===== config.mk =====
export PLATFORM = sky130hd
export DESIGN_NAME = modular_arithmetic_unit_core_flat
export DESIGN_NICKNAME = d
export VERILOG_FILES = /design/src/hdl/mau_pkg.sv /design/src/hdl/mau_in_if.sv /design/src/hdl/mau_out_if.sv /design/src/hdl/mau_datapath.sv /design/src/hdl/mau_ctrl.sv /design/src/hdl/modular_arithmetic_unit_core.sv /design/src/flat_wrapper.sv
export SDC_FILE = /design/constraint.sdc
export NUM_CORES = 2
export LEC_CHECK = 0
export ABC_AREA = 0
export CORE_UTILIZATION = 45
export DETAILED_ROUTE_END_ITERATION = 8
export DONT_BUFFER_PORTS = 1
export PLACE_DENSITY = 0.7
export SLEW_MARGIN = 20
export SYNTH_ARGS = -nofsm -noshare
export SYNTH_HDL_FRONTEND = slang
export SYNTH_HIERARCHICAL = 1
export SYNTH_SLANG_ARGS = --single-unit
export TNS_END_PERCENT = 100

===== constraint.sdc =====
create_clock -name clk -period 10.2 [get_ports clk]
set_input_delay 0.51 -clock clk [delete_from_list [all_inputs] [get_ports clk]]
set_output_delay 0.51 -clock clk [all_outputs]
set_load 0.03 [all_outputs]

===== src/hdl/mau_pkg.sv =====
// Shared types and constants of the modular arithmetic unit
`timescale 1ns / 1ps
package mau_pkg;

  localparam int unsigned FW = 31;
  localparam logic [FW-1:0] MODULUS_RESET = 31'd1000000007;

  typedef enum logic [2:0] {
    F_ADD = 3'd0, F_SUB = 3'd1, F_MUL = 3'd2, F_DIV = 3'd3,
    F_POW = 3'd4, F_INV = 3'd5, F_NEG = 3'd6, F_RED = 3'd7
  } func_t;

  typedef enum logic [1:0] {
    SRC_LHS = 2'd0, SRC_RHS = 2'd1, SRC_RAW = 2'd2, SRC_PROD = 2'd3
  } src_t;

  typedef enum logic [1:0] {
    MS_A_B = 2'd0, MS_ACC_SQ = 2'd1, MS_SQ_SQ = 2'd2, MS_A_ACC = 2'd3
  } msel_t;

  typedef enum logic [2:0] {
    DST_A = 3'd0, DST_B = 3'd1, DST_ACC = 3'd2, DST_SQ = 3'd3,
    DST_RES = 3'd4, DST_RAW = 3'd5
  } dest_t;

  typedef struct packed {
    logic  load;
    logic  start;
    src_t  src;
    msel_t msel;
    dest_t dest;
    logic  simple;
    logic  pow_init;
    logic  e_shift;
    logic  res_acc;
    logic  out_load;
  } cmd_t;

  typedef struct packed {
    logic  done;
    logic  m_small;
    func_t func;
    logic  e_zero;
    logic  e_lsb;
    logic  out_full;
  } status_t;

endpackage


===== src/hdl/mau_in_if.sv =====
// Request channel of the modular arithmetic unit
`timescale 1ns / 1ps
interface mau_in_if #(parameter int EXP_BITS = 63);
  logic                valid;
  logic                ready;
  logic [2:0]          func;
  logic [30:0]         lhs;
  logic [30:0]         rhs;
  logic [EXP_BITS-1:0] exponent;
  logic signed [63:0]  raw_value;
  modport source (output valid, func, lhs, rhs, exponent, raw_value, input ready);
  modport sink (input valid, func, lhs, rhs, exponent, raw_value, output ready);
endinterface


===== src/hdl/mau_out_if.sv =====
// Result channel of the modular arithmetic unit
`timescale 1ns / 1ps
interface mau_out_if;
  logic        valid;
  logic        ready;
  logic [30:0] result;
  logic        equal;
  logic        less;
  modport source (output valid, result, equal, less, input ready);
  modport sink (input valid, result, equal, less, output ready);
endinterface


===== src/hdl/mau_datapath.sv =====
// Datapath: operand registers, multiplier, bit-serial reducer, output register
`timescale 1ns / 1ps
module mau_datapath #(
  parameter int EXP_BITS = 63
) (
  input  logic                        clk,
  input  logic                        rst,
  input  logic                        cfg_we,
  input  logic [mau_pkg::FW-1:0]      cfg_wdata,
  input  mau_pkg::cmd_t               cmd,
  output mau_pkg::status_t            sts,
  input  logic [2:0]                  in_func,
  input  logic [30:0]                 in_lhs,
  input  logic [30:0]                 in_rhs,
  input  logic [EXP_BITS-1:0]         in_exponent,
  input  logic signed [63:0]          in_raw_value,
  output logic                        out_valid,
  input  logic                        out_ready,
  output logic [30:0]                 out_result,
  output logic                        out_equal,
  output logic                        out_less
);

  logic [30:0]         modulus;
  mau_pkg::func_t      func;
  logic [30:0]         rhs;
  logic [EXP_BITS-1:0] expo, e;
  logic [63:0]         mag_in;
  logic                neg, eq_f, lt_f;
  logic [30:0]         a, b, acc, sq, res;
  logic [61:0]         prod;
  logic [63:0]         shreg;
  logic [30:0]         rem;
  logic [5:0]          cnt;
  logic                busy, pend, done;
  mau_pkg::dest_t      dest;
  logic [30:0]         mx, my;
  logic [31:0]         t, tm;
  logic [30:0]         r_new;
  logic [31:0]         sum, sum_m;
  logic [31:0]         m_minus2;
  logic [30:0]         simple_r;

  // Hold the modulus register
  always_ff @(posedge clk) begin
    if (rst) begin
      modulus <= mau_pkg::MODULUS_RESET;
    end else if (cfg_we) begin
      modulus <= cfg_wdata;
    end
  end

  // Select multiplier operands
  always_comb begin
    case (cmd.msel)
      mau_pkg::MS_A_B:    begin mx = a;   my = b;   end
      mau_pkg::MS_ACC_SQ: begin mx = acc; my = sq;  end
      mau_pkg::MS_SQ_SQ:  begin mx = sq;  my = sq;  end
      default:            begin mx = a;   my = acc; end
    endcase
  end

  // Magnitude of the signed value, taken straight from the request
  assign mag_in = in_raw_value[63] ? (64'd0 - 64'(in_raw_value)) : 64'(in_raw_value);

  // One reducer step: shift in the next bit, subtract modulus at most once
  assign t     = {rem, shreg[63]};
  assign tm    = t - {1'b0, modulus};
  assign r_new = (t >= {1'b0, modulus}) ? tm[30:0] : t[30:0];

  // Results of the add, subtract and negate operations
  assign sum      = {1'b0, a} + {1'b0, b};
  assign sum_m    = sum - {1'b0, modulus};
  assign m_minus2 = {1'b0, modulus} - 32'd2;
  always_comb begin
    case (func)
      mau_pkg::F_ADD: simple_r = (sum >= {1'b0, modulus}) ? sum_m[30:0] : sum[30:0];
      mau_pkg::F_SUB: simple_r = (a >= b) ? (a - b) : (a + modulus - b);
      default:        simple_r = (a == '0) ? '0 : (modulus - a);
    endcase
  end

  // Capture the request and run the reducer
  always_ff @(posedge clk) begin
    if (rst) begin
      busy <= 1'b0;
      pend <= 1'b0;
      done <= 1'b0;
    end else begin
      done <= 1'b0;
      if (cmd.start) begin
        dest <= cmd.dest;
        rem  <= '0;
        cnt  <= 6'd63;
        case (cmd.src)
          mau_pkg::SRC_LHS: begin shreg <= {33'd0, in_lhs}; busy <= 1'b1; end
          mau_pkg::SRC_RHS: begin shreg <= {33'd0, rhs}; busy <= 1'b1; end
          mau_pkg::SRC_RAW: begin shreg <= mag_in; busy <= 1'b1; end
          default: begin
            prod <= 62'(mx) * 62'(my);
            pend <= 1'b1;
          end
        endcase
      end else if (pend) begin
        shreg <= {2'b00, prod};
        pend  <= 1'b0;
        busy  <= 1'b1;
      end else if (busy) begin
        rem   <= r_new;
        shreg <= {shreg[62:0], 1'b0};
        cnt   <= cnt - 6'd1;
        if (cnt == '0) begin
          busy <= 1'b0;
          done <= 1'b1;
        end
      end
    end
  end

  // Write operand and result registers
  always_ff @(posedge clk) begin
    if (cmd.load) begin
      func <= mau_pkg::func_t'(in_func);
      rhs  <= in_rhs;
      expo <= in_exponent;
      neg  <= in_raw_value[63];
      eq_f <= (in_lhs == in_rhs);
      lt_f <= (in_lhs < in_rhs);
      res  <= '0;
    end
    if (busy && !pend && cnt == '0) begin
      case (dest)
        mau_pkg::DST_A:   a   <= r_new;
        mau_pkg::DST_B:   b   <= r_new;
        mau_pkg::DST_ACC: acc <= r_new;
        mau_pkg::DST_SQ:  sq  <= r_new;
        mau_pkg::DST_RES: res <= r_new;
        default: res <= (neg && r_new != '0) ? (modulus - r_new) : r_new;
      endcase
    end
    if (cmd.simple) begin
      res <= simple_r;
    end
    if (cmd.pow_init) begin
      sq  <= (func == mau_pkg::F_DIV) ? b : a;
      acc <= 31'd1;
      e   <= (func == mau_pkg::F_POW) ? expo : EXP_BITS'({32'd0, m_minus2});
    end
    if (cmd.e_shift) begin
      e <= e >> 1;
    end
    if (cmd.res_acc) begin
      res <= acc;
    end
  end

  // Hold the result until the receiver takes it
  always_ff @(posedge clk) begin
    if (rst) begin
      out_valid <= 1'b0;
    end else if (cmd.out_load) begin
      out_valid <= 1'b1;
    end else if (out_ready) begin
      out_valid <= 1'b0;
    end
  end

  always_ff @(posedge clk) begin
    if (cmd.out_load) begin
      out_result <= res;
      out_equal  <= eq_f;
      out_less   <= lt_f;
    end
  end

  assign sts.done     = done;
  assign sts.m_small  = (modulus < 31'd2);
  assign sts.func     = func;
  assign sts.e_zero   = (e == '0);
  assign sts.e_lsb    = e[0];
  assign sts.out_full = out_valid;

endmodule


===== src/hdl/mau_ctrl.sv =====
// Controller: sequences reductions, multiplies and the power loop
`timescale 1ns / 1ps
module mau_ctrl (
  input  logic             clk,
  input  logic             rst,
  input  logic             in_valid,
  output logic             in_ready,
  input  logic [2:0]       in_func,
  input  logic             out_ready,
  input  mau_pkg::status_t sts,
  output mau_pkg::cmd_t    cmd
);

  typedef enum logic [9:0] {
    S_IDLE = 10'b0000000001,
    S_RDA  = 10'b0000000010,
    S_RDB  = 10'b0000000100,
    S_DISP = 10'b0000001000,
    S_PCHK = 10'b0000010000,
    S_PACC = 10'b0000100000,
    S_PSQ  = 10'b0001000000,
    S_DMUL = 10'b0010000000,
    S_RRAW = 10'b0100000000,
    S_FIN  = 10'b1000000000
  } state_t;

  state_t state, state_next;

  assign in_ready = (state == S_IDLE);

  always_ff @(posedge clk) begin
    if (rst) begin
      state <= S_IDLE;
    end else begin
      state <= state_next;
    end
  end

  // Decode next state and datapath commands
  always_comb begin
    state_next = state;
    cmd        = '0;
    cmd.src    = mau_pkg::SRC_LHS;
    cmd.msel   = mau_pkg::MS_A_B;
    cmd.dest   = mau_pkg::DST_A;
    unique case (state)
      S_IDLE: begin
        if (in_valid) begin
          cmd.load = 1'b1;
          if (sts.m_small) begin
            state_next = S_FIN;
          end else if (mau_pkg::func_t'(in_func) == mau_pkg::F_RED) begin
            cmd.start  = 1'b1;
            cmd.src    = mau_pkg::SRC_RAW;
            cmd.dest   = mau_pkg::DST_RAW;
            state_next = S_RRAW;
          end else begin
            cmd.start  = 1'b1;
            state_next = S_RDA;
          end
        end
      end
      S_RDA: begin
        if (sts.done) begin
          cmd.start  = 1'b1;
          cmd.src    = mau_pkg::SRC_RHS;
          cmd.dest   = mau_pkg::DST_B;
          state_next = S_RDB;
        end
      end
      S_RDB: begin
        if (sts.done) begin
          state_next = S_DISP;
        end
      end
      S_DISP: begin
        case (sts.func) inside
          mau_pkg::F_MUL: begin
            cmd.start  = 1'b1;
            cmd.src    = mau_pkg::SRC_PROD;
            cmd.dest   = mau_pkg::DST_RES;
            state_next = S_DMUL;
          end
          mau_pkg::F_DIV, mau_pkg::F_POW, mau_pkg::F_INV: begin
            cmd.pow_init = 1'b1;
            state_next   = S_PCHK;
          end
          default: begin
            cmd.simple = 1'b1;
            state_next = S_FIN;
          end
        endcase
      end
      S_PCHK: begin
        if (sts.e_zero) begin
          if (sts.func == mau_pkg::F_DIV) begin
            cmd.start  = 1'b1;
            cmd.src    = mau_pkg::SRC_PROD;
            cmd.msel   = mau_pkg::MS_A_ACC;
            cmd.dest   = mau_pkg::DST_RES;
            state_next = S_DMUL;
          end else begin
            cmd.res_acc = 1'b1;
            state_next  = S_FIN;
          end
        end else if (sts.e_lsb) begin
          cmd.start  = 1'b1;
          cmd.src    = mau_pkg::SRC_PROD;
          cmd.msel   = mau_pkg::MS_ACC_SQ;
          cmd.dest   = mau_pkg::DST_ACC;
          state_next = S_PACC;
        end else begin
          cmd.start   = 1'b1;
          cmd.src     = mau_pkg::SRC_PROD;
          cmd.msel    = mau_pkg::MS_SQ_SQ;
          cmd.dest    = mau_pkg::DST_SQ;
          cmd.e_shift = 1'b1;
          state_next  = S_PSQ;
        end
      end
      S_PACC: begin
        if (sts.done) begin
          cmd.start   = 1'b1;
          cmd.src     = mau_pkg::SRC_PROD;
          cmd.msel    = mau_pkg::MS_SQ_SQ;
          cmd.dest    = mau_pkg::DST_SQ;
          cmd.e_shift = 1'b1;
          state_next  = S_PSQ;
        end
      end
      S_PSQ: begin
        if (sts.done) begin
          state_next = S_PCHK;
        end
      end
      S_DMUL, S_RRAW: begin
        if (sts.done) begin
          state_next = S_FIN;
        end
      end
      S_FIN: begin
        if (!sts.out_full || out_ready) begin
          cmd.out_load = 1'b1;
          state_next   = S_IDLE;
        end
      end
      default: state_next = S_IDLE;
    endcase
  end

endmodule


===== src/hdl/modular_arithmetic_unit_core.sv =====
// Top level of the prime-field modular arithmetic unit
//
// Requests arrive on in_ch (valid/ready): func, lhs, rhs, exponent, raw_value.
// Each request gives one result on out_ch: result, equal, less.
// The modulus register is written through cfg_we/cfg_wdata; the user must
// write it only while idle, as the unit itself does not enforce this.
// One request is worked on at a time; in_ch.ready is high only when idle.
// Operand and product remainders come from one bit-serial reducer, and
// products from one 31x31 multiplier feeding it. Pow, inverse and divide
// loop over the exponent, squaring for each bit and multiplying for each set bit.
// A modulus below two skips the work and returns 0.
// The result sits in an output register; while the receiver stalls the
// finished request waits there and the unit holds its next result.
// Reset restores the modulus to 1000000007 and empties the output register.
`timescale 1ns / 1ps
module modular_arithmetic_unit_core #(
  parameter int EXP_BITS = 63
) (
  input  logic                   clk,
  input  logic                   rst,
  input  logic                   cfg_we,
  input  logic [30:0]            cfg_wdata,
  mau_in_if.sink                 in_ch,
  mau_out_if.source              out_ch
);

  mau_pkg::cmd_t    cmd;
  mau_pkg::status_t sts;

  // Sequence each request
  mau_ctrl u_ctrl (
    .clk       (clk),
    .rst       (rst),
    .in_valid  (in_ch.valid),
    .in_ready  (in_ch.ready),
    .in_func   (in_ch.func),
    .out_ready (out_ch.ready),
    .sts       (sts),
    .cmd       (cmd)
  );

  // Compute and hold results
  mau_datapath #(.EXP_BITS(EXP_BITS)) u_dp (
    .clk          (clk),
    .rst          (rst),
    .cfg_we       (cfg_we),
    .cfg_wdata    (cfg_wdata),
    .cmd          (cmd),
    .sts          (sts),
    .in_func      (in_ch.func),
    .in_lhs       (in_ch.lhs),
    .in_rhs       (in_ch.rhs),
    .in_exponent  (in_ch.exponent),
    .in_raw_value (in_ch.raw_value),
    .out_valid    (out_ch.valid),
    .out_ready    (out_ch.ready),
    .out_result   (out_ch.result),
    .out_equal    (out_ch.equal),
    .out_less     (out_ch.less)
  );

endmodule


===== src/flat_wrapper.sv =====
// flat-port wrapper written by rule: the top's interface ports become plain ports
module modular_arithmetic_unit_core_flat 
#(
  parameter int EXP_BITS = 63
)
  (clk, rst, cfg_we, cfg_wdata, in_ch_valid, in_ch_func, in_ch_lhs, in_ch_rhs, in_ch_exponent, in_ch_raw_value, in_ch_ready, out_ch_valid, out_ch_result, out_ch_equal, out_ch_less, out_ch_ready);
  mau_in_if #(.EXP_BITS(EXP_BITS)) in_ch_i ();
  mau_out_if out_ch_i ();
  input  logic clk;
  input  logic rst;
  input  logic cfg_we;
  input  logic [30:0] cfg_wdata;
  input wire logic [$bits(in_ch_i.valid)-1:0] in_ch_valid;
  input wire logic [$bits(in_ch_i.func)-1:0] in_ch_func;
  input wire logic [$bits(in_ch_i.lhs)-1:0] in_ch_lhs;
  input wire logic [$bits(in_ch_i.rhs)-1:0] in_ch_rhs;
  input wire logic [$bits(in_ch_i.exponent)-1:0] in_ch_exponent;
  input wire logic [$bits(in_ch_i.raw_value)-1:0] in_ch_raw_value;
  output wire logic [$bits(in_ch_i.ready)-1:0] in_ch_ready;
  output wire logic [$bits(out_ch_i.valid)-1:0] out_ch_valid;
  output wire logic [$bits(out_ch_i.result)-1:0] out_ch_result;
  output wire logic [$bits(out_ch_i.equal)-1:0] out_ch_equal;
  output wire logic [$bits(out_ch_i.less)-1:0] out_ch_less;
  input wire logic [$bits(out_ch_i.ready)-1:0] out_ch_ready;
  assign in_ch_i.valid = in_ch_valid;
  assign in_ch_i.func = in_ch_func;
  assign in_ch_i.lhs = in_ch_lhs;
  assign in_ch_i.rhs = in_ch_rhs;
  assign in_ch_i.exponent = in_ch_exponent;
  assign in_ch_i.raw_value = in_ch_raw_value;
  assign in_ch_ready = in_ch_i.ready;
  assign out_ch_valid = out_ch_i.valid;
  assign out_ch_result = out_ch_i.result;
  assign out_ch_equal = out_ch_i.equal;
  assign out_ch_less = out_ch_i.less;
  assign out_ch_i.ready = out_ch_ready;
  modular_arithmetic_unit_core #(.EXP_BITS(EXP_BITS)) u_core (.clk(clk), .rst(rst), .cfg_we(cfg_we), .cfg_wdata(cfg_wdata), .in_ch(in_ch_i), .out_ch(out_ch_i));
endmodule

==> run summary <==
The flow ran to the end, but the final reports show violations. The checks that failed: negative setup slack. In the routed design, unresolved DRC markers number 0. The leakage power summed over all cells came out at 36.4 nW.

The headroom to the max-slew limit came out at 23.6%. Ranked by total cell area, the synthesized netlist is headed by sky130_fd_sc_hd__fa_1 (25%), sky130_fd_sc_hd__edfxtp_1 (20%), sky130_fd_sc_hd__ha_1 (9.3%). The TritonCTS buffer count is 68. Of the total power, registers draw 34.1%.

The synthesized design contains 454 enable-type register cells. The arrival time of the worst setup path is 10.87 ns. The slew at the pin closest to its max-slew limit came out at 1.14 ns. Once routing completed, OpenROAD measured the worst setup slack at -0.217 ns. The final wirelength came out at 255000 um. The clock-pin slew of the registers on the worst-case setup and hold paths came out at 0.06 ns. The number of filler instances in the final layout came out at 13500.

The number of different library cells in the post-synthesis netlist is 92. The area share of the largest cell type after synthesis is 25.3%. The cell seen most often among critical-path stages is sky130_fd_sc_hd__fa_1. The initial antenna violation count came to 12. The path with the worst hold slack has its endpoint at u_core/u_dp/shreg[30]. Cell internal power was estimated by the tool at 5.43 mW. The synthesis-to-layout area growth came out at 18.6%.

In the routed layout, each cell is associated on average with a via count of 5.83. Of the total power, combinational logic draws 37.1%. The maximum number of buffers from clock root to sink is 3. Synthesis produced a netlist whose cell count is 7672. The switching share of power is 37.5%.

Buffers placed on the I/O ports in this run total 0. In this run the critical register-to-register path is launched from u_core/u_dp/e[57]. The floorplan die height came out at 394 um. Setup repair after global routing could not meet its margin everywhere. The CTS tree is yes. STA classifies the critical path startpoint as a register. The share of the cycle needed by the critical path after routing came out at 102%. The shortest period the worst path allows came out at 10.42 ns. The final layout net count came out at 9865. The synthesized cell area is 69200 um^2. The endpoint identified for the worst register-to-register timing path is u_core/u_dp/prod[58]. The worst endpoint required time is 10.66 ns. Among all flip-flop cells after synthesis, the most frequent one is sky130_fd_sc_hd__edfxtp_1. The leading cell type in the layout, fill and taps excluded is sky130_fd_sc_hd__inv_1. CTS built an H-tree with a depth of 3. The mean instance size in the synthesized netlist is 9.02 um^2. The number of setup violations in the final report came out at 9.

The pin count of the biggest net entering global routing is 125. The fraction of final layout cells with drive strength greater than 1 is 14.0%. The switching power of the nets is 3.26 mW. The number of cell rows came out at 143.

The peak clock frequency supported by timing is 0.0960 GHz. In this run, the number of DRC markers left after iteration 0 of detailed routing was 6466. In this design, the stage delay of the slowest critical-path cell is 0.63 ns. The routability congestion estimate is 1.02. The final number of max-transition violations is 0.

The overall fraction of global-route tracks in use is 32.0%. The width of the die came out at 394 um. In the layout the commonest cells are sky130_fd_sc_hd__inv_1 (1065), sky130_fd_sc_hd__fa_1 (848), sky130_fd_sc_hd__nand2_1 (841). The total power consumption of the routed design is 8.69 mW. The mean routed wirelength per cell came out at 24.6 um. The final count of hold timing violations came out at 0.

The via count of the first global-routing pass is 60200. The power per cell area came out at 106 nW/um^2. The sequential area share after synthesis came out at 22.8%. The share of synthesized flip-flops with an asynchronous set or reset came out at 0%. Across the VDD grid, the largest voltage drop is 0.178 mV. The leftover overflow at the end of global routing came out at 0.

The via total after detailed routing came out at 60300. The slowest stage of the critical path is the sky130_fd_sc_hd__fa_1 cell. The die area is 155000 um^2. Counting instances, the worst hold path has a depth of 2. The boundary pin count is 263. Counting every sink on the clock net gives 562.

The number of iterations in the first detailed-routing pass came out at 6. The biggest area contributor in the post-synthesis netlist is sky130_fd_sc_hd__fa_1. STA classifies the critical path endpoint as a register.

Yosys printed 6 warnings. The synthesized net count is 9286. The root buffer cell is sky130_fd_sc_hd__clkbuf_16. The worst-case reg-to-reg path depth came out at 43. The clock latency of the later-clocked register in the worst-skew pair is 0.71 ns. The cell count after placement is 9990. Detailed placement ended at an HPWL of 207000 um. The starting density of the core came out at 45.4%. The first global-routing pass estimated 375000 um of wire. The path class of the tightest hold or removal check is input pin to register. The post-route antenna net violation count came out at 0. Clock skew on the completed layout was measured at 0.0671 ns. The startpoint identified for the worst hold timing path is in_ch_lhs[30]. The core area is 152000 um^2. Synthesis inferred 562 register bits. The non-filler instance count after layout came out at 10300. The category of the critical setup timing path is register to register. The maximum net fanout on the critical path is 18. The setup slack on the worst flop-to-flop path came out at -0.22 ns. The max capacitance violation total is 0. The share of total power dissipated in the clock network is 28.8%.
## layer usage
metal  part of all wire, %  wire [um]  vias up  track usage [%]
li1                      -          -    26800                -
met1                    42     106000    29800             43.6
met2                    43     110000     3178             48.7
met3                    10      25600      569             7.40
met4                   5.2      13200        8             14.0
met5                 0.022         56        -                0
## synthesized netlist by cell type (all sizes together) (42+ instances only)
library cell and number:
mux2i 153, o21a 62, nand4 52, edfxtp 454, nor3 61, xnor2 192, dfxtp 108, ha 513
nor2 866, a21o 138, a22oi 74, nor2b 44, o21bai 44, nor4 54, nand2b 56, clkbuf 340
nand2 845, o21ai 360, o31ai 50, a31oi 42, nand3 61, a211oi 73, xor2 132, a21oi 398
fa 873, inv 1088, o211ai 92, o22ai 46
## registers in the layout, indices dropped and copies added (netlist names), 10 cells and up
name                    flops
u_core/u_ctrl/state        10
u_core/u_dp/a              31
u_core/u_dp/acc            31
u_core/u_dp/b              31
u_core/u_dp/e              63
u_core/u_dp/expo           63
u_core/u_dp/modulus        31
u_core/u_dp/out_result     31
u_core/u_dp/prod           62
u_core/u_dp/rem            31
u_core/u_dp/res            31
u_core/u_dp/rhs            31
u_core/u_dp/shreg          64
u_core/u_dp/sq             31
## stage by stage
step                      hold slack [ns]  utilization, %  instance area [um^2]  TNS (ns)  setup slack [ns]
after CTS                         0.00997            53.1                 80800    -0.539            -0.146
final                              0.0506            53.9                 82000    -0.945            -0.217
after floorplan                     0.400               -                 69400         0           0.00332
after global placement              0.404            50.1                 76300     -7.94            -0.792
after detailed placement            0.408            50.1                 76300    -11.62            -0.988
after global routing               0.0741            53.9                 82000     -5.08            -0.523
## critical path, delay by kind of cell (launching register included)
kind | cells | cell delay [ns]
simple gates | 9 | 1.69
flops | 1 | 0.42
compound gates | 11 | 1.81
fa+ha+maj | 10 | 4.63
buf+inv | 12 | 1.46
xor+xnor | 1 | 0.12
## power by group through the flow
stage | Sequential [mW] | Combinational (mW) | Clock, mW
CTS | 2.95 | 3.10 | 2.53
finish | 2.96 | 3.23 | 2.50
detailed placement | 3.00 | 3.00 | 0
global placement | 3.00 | 2.94 | 0
global route | 2.97 | 3.47 | 2.61
floorplan | 2.96 | 1.98 | 0
## cell type report
cell class	count	area (um^2)	area share, %
repair buffers	890	8270	10.1
flip-flops and latches	562	15800	19.3
inverters	1089	4090	4.99
multi-input cells	5640	49100	59.8
well taps	2030	2540	3.10
diodes	3	7.51	0.00915
clock inverters	49	539	0.657
clock buffers	76	1730	2.11
## how the worst max path moves through the flow
| stage | start | endpoint | slack [ns] |
|---|---|---|---|
| 5_1_grt | u_core/u_dp/e[57] | u_core/u_dp/prod[58] | -0.52 |
| 6_report | u_core/u_dp/e[57] | u_core/u_dp/prod[58] | -0.22 |
| 3_3_place_gp | u_core/u_dp/e[48] | u_core/u_dp/prod[60] | -0.79 |
| 2_1_floorplan | u_core/u_dp/e[48] | u_core/u_dp/prod[61] | 0.003 |
| 3_5_place_dp | u_core/u_dp/e[54] | u_core/u_dp/prod[60] | -0.99 |
| 4_1_cts | u_core/u_dp/e[40] | u_core/u_dp/prod[61] | -0.15 |
## kinds of logic (layout without fill, tap and decap cells)
kind of cell | after synthesis | in the layout | share of synthesized area (%)
xor+xnor | 324 | 324 | 4.10
fa+ha+maj | 1386 | 1386 | 34.5
compound gates | 1543 | 1543 | 14.2
simple gates | 2228 | 2228 | 14.0
other cells | 0 | 3 | 0
mux | 159 | 159 | 2.31
flops | 562 | 562 | 22.8
buf+inv | 1470 | 2104 | 8.00
## what timing repair did
| action | in CTS | in global routing |
|---|---|---|
| endpoints found under the setup margin | 22 | 21 |
| hold buffers | 155 | 0 |
| pin swaps | 38 | 59 |
| endpoints found under the hold margin | 142 | 0 |
| cloned | 1 | 7 |
| setup buffers | 22 | 39 |
| gates resized for setup | 103 | 201 |
Power figures use the tool's default switching activity.
